### src/hdl/bpa_pkg.sv
// Shared types, constants and codes of the bitmap page allocator.
package bpa_pkg;

  localparam int unsigned PAGE_COUNT = 4096;
  localparam int unsigned PAGE_SHIFT = 12;

  localparam int unsigned ADDR_W     = 48;
  localparam int unsigned CNT_W      = 13;
  localparam int unsigned PAGE_IDX_W = $clog2(PAGE_COUNT);

  // free map held as rows of WORD_W bits, one bit per page
  localparam int unsigned WORD_W = 64;
  localparam int unsigned BIT_W  = $clog2(WORD_W);
  localparam int unsigned ROWS   = PAGE_COUNT / WORD_W;
  localparam int unsigned ROW_W  = $clog2(ROWS);

  localparam logic [CNT_W-1:0] PAGE_COUNT_C = CNT_W'(PAGE_COUNT);
  localparam logic [ROW_W-1:0] LAST_ROW     = ROW_W'(ROWS - 1);

  typedef enum logic [1:0] {
    REQ_INIT  = 2'd0,
    REQ_ALLOC = 2'd1,
    REQ_FREE  = 2'd2,
    REQ_NOP   = 2'd3
  } req_e;

  typedef enum logic [1:0] {
    ST_OK      = 2'd0,
    ST_OOM     = 2'd1,
    ST_RANGE   = 2'd2,
    ST_ALREADY = 2'd3
  } status_e;

  typedef enum logic {
    CFG_BASE = 1'b0,
    CFG_RESV = 1'b1
  } cfg_idx_e;

  typedef enum logic {
    ALU_PAGE_ADDR = 1'b0,  // base + index * page size
    ALU_OFFSET    = 1'b1   // address - base
  } alu_op_e;

  typedef struct packed {
    alu_op_e                 op;
    logic [ADDR_W-1:0]       base;
    logic [ADDR_W-1:0]       addr;
    logic [PAGE_IDX_W-1:0]   page_idx;
    logic [WORD_W-1:0]       word;
  } alu_req_t;

  typedef struct packed {
    logic [ADDR_W-1:0]       sum;
    logic                    no_borrow;
    logic                    found;
    logic [BIT_W-1:0]        first_bit;
    logic [WORD_W-1:0]       cleared;
  } alu_res_t;

endpackage

### src/hdl/bpa_alu.sv
// Shared address adder and first-free-bit finder of the allocator.
module bpa_alu (
  input  bpa_pkg::alu_req_t req_i,
  output bpa_pkg::alu_res_t res_o
);

  logic [bpa_pkg::ADDR_W-1:0] opa;
  logic [bpa_pkg::ADDR_W-1:0] opb;
  logic                       cin;
  logic [bpa_pkg::ADDR_W:0]   sum_ext;
  logic [bpa_pkg::WORD_W-1:0] lowest;
  logic [bpa_pkg::BIT_W-1:0]  enc;

  always_comb begin
    unique case (req_i.op)
      bpa_pkg::ALU_PAGE_ADDR: begin
        opa = req_i.base;
        opb = bpa_pkg::ADDR_W'(req_i.page_idx) << bpa_pkg::PAGE_SHIFT;
        cin = 1'b0;
      end
      bpa_pkg::ALU_OFFSET: begin
        opa = req_i.addr;
        opb = ~req_i.base;
        cin = 1'b1;
      end
      default: begin
        opa = '0;
        opb = '0;
        cin = 1'b0;
      end
    endcase
    sum_ext = {1'b0, opa} + {1'b0, opb} + {{bpa_pkg::ADDR_W{1'b0}}, cin};
  end

  // isolate the lowest set bit, then encode it bit by bit
  always_comb begin
    lowest = req_i.word & (~req_i.word + bpa_pkg::WORD_W'(1));
    enc    = '0;
    for (int b = 0; b < bpa_pkg::BIT_W; b++) begin
      for (int j = 0; j < bpa_pkg::WORD_W; j++) begin
        if (((j >> b) & 1) == 1) begin
          enc[b] = enc[b] | lowest[j];
        end
      end
    end
  end

  assign res_o.sum       = sum_ext[bpa_pkg::ADDR_W-1:0];
  assign res_o.no_borrow = sum_ext[bpa_pkg::ADDR_W];
  assign res_o.found     = |req_i.word;
  assign res_o.first_bit = enc;
  assign res_o.cleared   = req_i.word & ~lowest;

endmodule

### config.mk
export PLATFORM = sky130hd
export DESIGN_NAME = bpa_alu
export DESIGN_NICKNAME = d
export VERILOG_FILES = /design/src/hdl/bpa_pkg.sv /design/src/hdl/bpa_alu.sv
export SDC_FILE = /design/constraint.sdc
export NUM_CORES = 1
export LEC_CHECK = 0
export BUFFER_PORTS_ARGS = -buffer_cell sky130_fd_sc_hd__clkbuf_2
export CORE_ASPECT_RATIO = 1.2
export CORE_MARGIN = 3
export CORE_UTILIZATION = 25
export DETAILED_ROUTE_END_ITERATION = 7
export SETUP_SLACK_MARGIN = 0.15
export SLEW_MARGIN = 20
export SYNTH_ARGS = -nofsm -noshare
export SYNTH_HDL_FRONTEND = slang
export SYNTH_SLANG_ARGS = --single-unit
### constraint.sdc
create_clock -name vclk -period 4.6
set_input_delay 0.23 -clock vclk [all_inputs]
set_output_delay 0.23 -clock vclk [all_outputs]
set_load 0.05 [all_outputs]
==> results.sh, run 1 <==
export IMPL_nets=1301
export IMPL_period_share_pct=91.2
export IMPL_synth_largest_area_cell="ha_1"
export IMPL_grt_max_degree=22
export IMPL_critPathMaxFanout=15
export IMPL_crit_type="in2out"
export IMPL_die_h_um=165
export IMPL_syn_area_um2=5250
export IMPL_clock_fmax_mhz=238
export IMPL_yosysSeqAreaShare_pct=0
export IMPL_pwr_density_cell_nw_per_um2=225
export IMPL_final_seq_area_um2=0
export IMPL_design_seq_count=0
export IMPL_yosysUniqueCellTypes=71
export IMPL_period_minus_slack_ns=4.19
export IMPL_drt_met1_wl_mm=8.91
export IMPL_wirelength_mm=22.9
export IMPL_gp_routability_congestion=0.923
export IMPL_setup_tns_final_ns=0
export IMPL_cp_slowest_cell="o41ai_2"
export IMPL_wl_met3_mm=1.63
export IMPL_post_dp_hpwl_mm=20.2
export IMPL_viasPerCell=5.34
export IMPL_hold_buffers=0
export IMPL_cp_start_kind="input pin"
export IMPL_final_antenna_net_count=0
export IMPL_crit_family="simple AND/OR/NAND/NOR gates"
export IMPL_setup_viol=0
export IMPL_critPathMaxStageDelay_ns=0.56
export IMPL_start_util_pct=25.6
export IMPL_syn_avg_cell_area_um2=6.55
export IMPL_finalMaxSlewViolations=0
export IMPL_fin_util_pct=36.8
export IMPL_dieArea_um2=22800
export IMPL_final_hold_viol_count=0
export IMPL_synthCells=801
export IMPL_min_path_type="in2out"
export IMPL_fp_dieW_um=138
export IMPL_overflow=0
export IMPL_cts_resized=0
export IMPL_worstPathRequired_ns=4.37
export IMPL_outcome="finished, final reports clean"
export IMPL_ir_drop_mv=0.204
export IMPL_area_growth_pct=43.6
export IMPL_timing_critical_path_buf_inv=3
export IMPL_top_layer_used="met4"
export IMPL_placed_cells=1342
export IMPL_critPathCaptureType="primary output"
export IMPL_leakagePower_nw=3.61
export IMPL_rsz0062_at_grt="no"
export IMPL_grt_use_total_pct=18.7
export IMPL_synthTopCellsByArea="ha_1, mux2_2, nor2_1, a21oi_1, xnor2_1"
export IMPL_stdcell_count=1342
export IMPL_cap_violations=0
export IMPL_core_um2=20500
export IMPL_io_pins=293
export IMPL_core_rowCount=57
export IMPL_dr_pass1_iters=5
export IMPL_yosys_warnings=0
export IMPL_route_vias_total=7166
export IMPL_tightest_slew_ns=0.807
export IMPL_synth_top_area_share_pct=11.2
export IMPL_antenna_found_initial=0
export IMPL_drive_gt1_share_pct=37.0
export IMPL_crit_chain="clkbuf_2 > buf_4 > mux2_2 > ha_1 > and4_1 > nand3_1 > or4_1 > o32ai_1 > nor3_1 > o41ai_2 > a41oi_1 > xnor2_1 > buf_12"
export IMPL_num_clock_buffers=0
export IMPL_grt_pass1_wl_mm=35.7
export IMPL_io_buffers=292
export IMPL_n_antenna_cell=0
export IMPL_crit_arrival_ns=3.96
export IMPL_cts_setup_buffers=0
export IMPL_syn_nets=1023
export IMPL_drc_errors=0
export IMPL_slew_headroom_pct=45.7
export IMPL_grt_pass1_vias=7016
export IMPL_wl_per_cell_um=17.1
export IMPL_route_met2_wl_mm=11.9
export IMPL_drt_iter0_drc=340
## cell usage after synthesis (all sizes together) (9+ instances only)
cell type and number:
clkbuf 32, a21o 24, nand4 15, nor3 28, or4 9, mux2 48
nand2 60, nor2b 36, inv 18, o21a 16, and3 9, nor4 18
nor2 115, xnor2 26, a211oi 9, xor2 17, o21ai 42, ha 47
or2 12, a21oi 62, or3 11, nand3 19, and2 20
## layout by cell type, fill, tap and decap left out, types with 16 or more instances in the layout
cell type	n
nand3_1	18
buf_12	25
clkbuf_2	267
a21o_1	24
nand2_1	60
inv_1	18
nor3_1	26
o21ai_0	41
ha_1	47
nor2b_1	36
o21a_1	16
xnor2_1	22
and2_1	20
a21oi_1	61
buf_4	20
nor2_1	115
mux2_2	48
## per-stage QoR
step	power (mW)	instance area [µm²]	hold WS (ns)	setup WS, ns
2_1_floorplan	1.08	5360	0.708	0.0669
3_3_place_gp	1.69	7530	0.878	0.432
3_5_place_dp	1.69	7530	0.879	0.351
4_1_cts	1.70	7530	0.880	0.343
5_1_grt	1.79	7530	0.916	0.155
6_report	1.69	7530	0.878	0.406
## tightest hold or removal path, delay by kind of cell
| kind | cells | cell delay [ns] |
|---|---|---|
| AOI/OAI and AO/OA | 1 | 0.09 |
| buffers and inverters | 2 | 0.32 |
## cell type report
class,count,area (µm²)
multi-input combinational,746,5140
tap,265,332
fill,2244,12900
timing repair buffer,312,1990
inverter,19,73.8
## layer usage
metal / GRT usage, % / vias up
met2: 36.6 / 320
met1: 21.5 / 3274
li1: - / 3542
met4: 4.00 / 0
met5: 0 / -
met3: 2.55 / 30
## kinds of logic after synthesis
family / count (synthesis) / synth area share (%)
muxes: 50 / 10.7
buffers and inverters: 55 / 4.15
AOI/OAI and AO/OA: 228 / 28.9
other: 1 / 0.0715
adders and majority gates: 49 / 12.0
xor gates and xnor gates: 43 / 7.18
and+or+nand+nor: 375 / 37.0
## where the power goes
part / internal, mW / switching (mW) / total [mW]
Sequential: 0 / 0 / 0
Clock: 0 / 0 / 0
Combinational: 0.621 / 1.07 / 1.69
Total: 0.621 / 1.07 / 1.69
## final timing paths
| check | startpoint | endpoint | slack (ns) | depth (start not counted) |
|---|---|---|---|---|
| worst min-delay path | req_i[9] | res_o[9] | 0.88 | 3 |
| worst max-delay path | req_i[172] | res_o[117] | 0.41 | 13 |
Power figures use the tool's default switching activity.
==> run 2, diff against run 1 <==
--- a/config.mk
+++ b/config.mk
@@ -5,6 +5,7 @@
 export SDC_FILE = /design/constraint.sdc
 export NUM_CORES = 1
 export LEC_CHECK = 0
+export ABC_AREA = 1
 export BUFFER_PORTS_ARGS = -buffer_cell sky130_fd_sc_hd__clkbuf_2
 export CORE_ASPECT_RATIO = 1.2
 export CORE_MARGIN = 3
==> run 2 against run 1 <==
Compared with the run above:
- critical path depth did not move
- global-route usage rose by 5.5 points
- wire length rose by 65%
==> results.sh, run 2 <==
export IMPL_core_um2=27200
export IMPL_yosysUniqueCellTypes=41
export IMPL_cp_start_kind="input pin"
export IMPL_fin_util_pct=33.0
export IMPL_ir_drop_mv=0.137
export IMPL_tightest_slew_ns=0.601
export IMPL_critPathMaxFanout=107
export IMPL_worstPathRequired_ns=4.37
export IMPL_cap_violations=0
export IMPL_p_int_uw=440
export IMPL_antenna_found_initial=8
export IMPL_hold_slack_ns=0.885
export IMPL_wirelength_mm=37.8
export IMPL_design_seq_count=0
export IMPL_syn_area_um2=6930
export IMPL_grt_use_total_pct=24.2
export IMPL_syn_avg_cell_area_um2=4.86
export IMPL_grt_pass1_wl_mm=56.1
export IMPL_crit_arrival_ns=3.31
export IMPL_crit_start="req_i[172]"
export IMPL_dieArea_um2=29800
export IMPL_io_buffers=292
export IMPL_start_util_pct=25.5
export IMPL_comb_power_share_pct=100.0
export IMPL_synth_most_common_cell="nand2_1"
export IMPL_period_share_pct=76.9
export IMPL_route_vias_total=10200
export IMPL_die_h_um=188
export IMPL_cts_setup_buffers=0
export IMPL_viasPerCell=5.01
export IMPL_leakagePower_nw=5.07
export IMPL_final_hold_viol_count=0
export IMPL_min_from="req_i[57]"
export IMPL_gp_routability_congestion=1.03
export IMPL_hold_buffers=0
export IMPL_drc_errors=0
export IMPL_synth_common_cells="nand2_1, nor2_1, inv_1"
export IMPL_overflow=0
export IMPL_p_clk_share_pct=0
export IMPL_drt_iter0_drc=680
export IMPL_slew_headroom_pct=59.5
export IMPL_final_antenna_net_count=0
export IMPL_grt_max_degree=108
export IMPL_layout_common_cells="nand2_1, nor2_1, clkbuf_2"
export IMPL_fp_dieW_um=158
export IMPL_pwr_share_seq_pct=0
export IMPL_wl_per_cell_um=18.5
export IMPL_io_pins=293
export IMPL_min_path_type="in2out"
export IMPL_cts_resized=0
export IMPL_layout_commonest_cell="nand2_1"
export IMPL_yosys_warnings=0
export IMPL_crit_type="in2out"
export IMPL_p_sw_share_pct=71.8
export IMPL_dr_pass1_iters=7
export IMPL_num_clock_buffers=0
export IMPL_critPathCaptureType="primary output"
export IMPL_synth_largest_area_cell="nand2_1"
export IMPL_synth_top_area_share_pct=24.7
export IMPL_grt_pass1_vias=10100
export IMPL_period_minus_slack_ns=3.54
export IMPL_pwr_density_cell_nw_per_um2=174
export IMPL_outcome="finished, final reports clean"
export IMPL_post_dp_hpwl_mm=34.0
export IMPL_p_switching_mw=1.12
export IMPL_nets=1928
export IMPL_clock_fmax_mhz=283
export IMPL_drive_gt1_share_pct=21.5
export IMPL_synthTopCellsByArea="nand2_1, nor2_1, inv_1, ha_1, nand3_1"
export IMPL_syn_nets=1648
export IMPL_finalMaxSlewViolations=0
export IMPL_synthCells=1426
export IMPL_rsz0062_at_grt="no"
export IMPL_area_growth_pct=29.4
export IMPL_yosysSeqAreaShare_pct=0
export IMPL_core_rowCount=66
export IMPL_setup_tns_final_ns=0
export IMPL_setup_viol=0
export IMPL_final_seq_area_um2=0
## run 2: changes by cell type in the layout (fill, tap and decap cells not counted), moves of 17 or more
cell | before | now
mux2_2 | 48 | 0
and2_1 | 20 | 0
buf_4 | 20 | 2
nor2b_1 | 36 | 0
a21oi_1 | 61 | 79
nand3_1 | 18 | 94
nand2_1 | 60 | 456
a21o_1 | 24 | 7
nor2_1 | 115 | 312
inv_1 | 18 | 160
## run 2: critical path: stages
cell and delay [ns]:
clkbuf_2 0.16, inv_2 0.10, buf_12 0.34, o21ai_0 0.17
ha_1 0.50, a21oi_1 0.17, o21ai_0 0.45, a21oi_1 0.15
o21ai_0 0.25, nand2_1 0.08, nand3_1 0.13, xor2_1 0.23
clkbuf_2 0.32
## run 2: cells by family after synthesis
family / count (synthesis) / synth area share [%]
compound gates: 189 / 15.5
buf+inv: 185 / 10.1
simple gates: 963 / 60.3
other cells: 1 / 0.0541
mux: 1 / 0.144
xor+xnor: 38 / 4.80
fa+ha+maj: 49 / 9.06
## run 2: per-stage QoR
stage	cells	power [mW]	area, µm²	setup slack, ns
6_report	2046	1.56	8970	1.06
4_1_cts	2044	1.56	8970	1.08
5_1_grt	2045	1.67	8970	0.759
2_1_floorplan	1426	1.02	6930	1.34
3_5_place_dp	2044	1.56	8970	1.09
3_3_place_gp	2044	1.56	8970	1.11
## run 2: power by group through the flow
stage	logic [mW]	clock network (mW)	registers (mW)
final	1.56	0.0000000582	0
after global routing	1.67	0.0000000291	0
after CTS	1.56	0	0
after detailed placement	1.56	0	0
after global placement	1.56	0	0
after floorplan	1.02	0	0
## run 2: area by class of cell
| type | count | area (µm²) |
|---|---|---|
| Fill cell | 3230 | 18200 |
| Antenna cell | 2 | 5.00 |
| Inverter | 168 | 631 |
| Multi-Input combinational cell | 1241 | 6230 |
| Timing Repair Buffer | 295 | 1680 |
| Tap cell | 340 | 425 |
## run 2: final timing paths
check	to	cells past startpoint
setup / recovery	res_o[113]	13
hold / removal	res_o[57]	4
## run 2: layer usage
layer	GRT usage [%]	up-vias	wire, µm
li1	-	5109	-
met1	27.8	4603	14500
met2	45.5	447	19200
met3	3.15	75	2480
met4	7.65	12	1530
met5	0	-	87
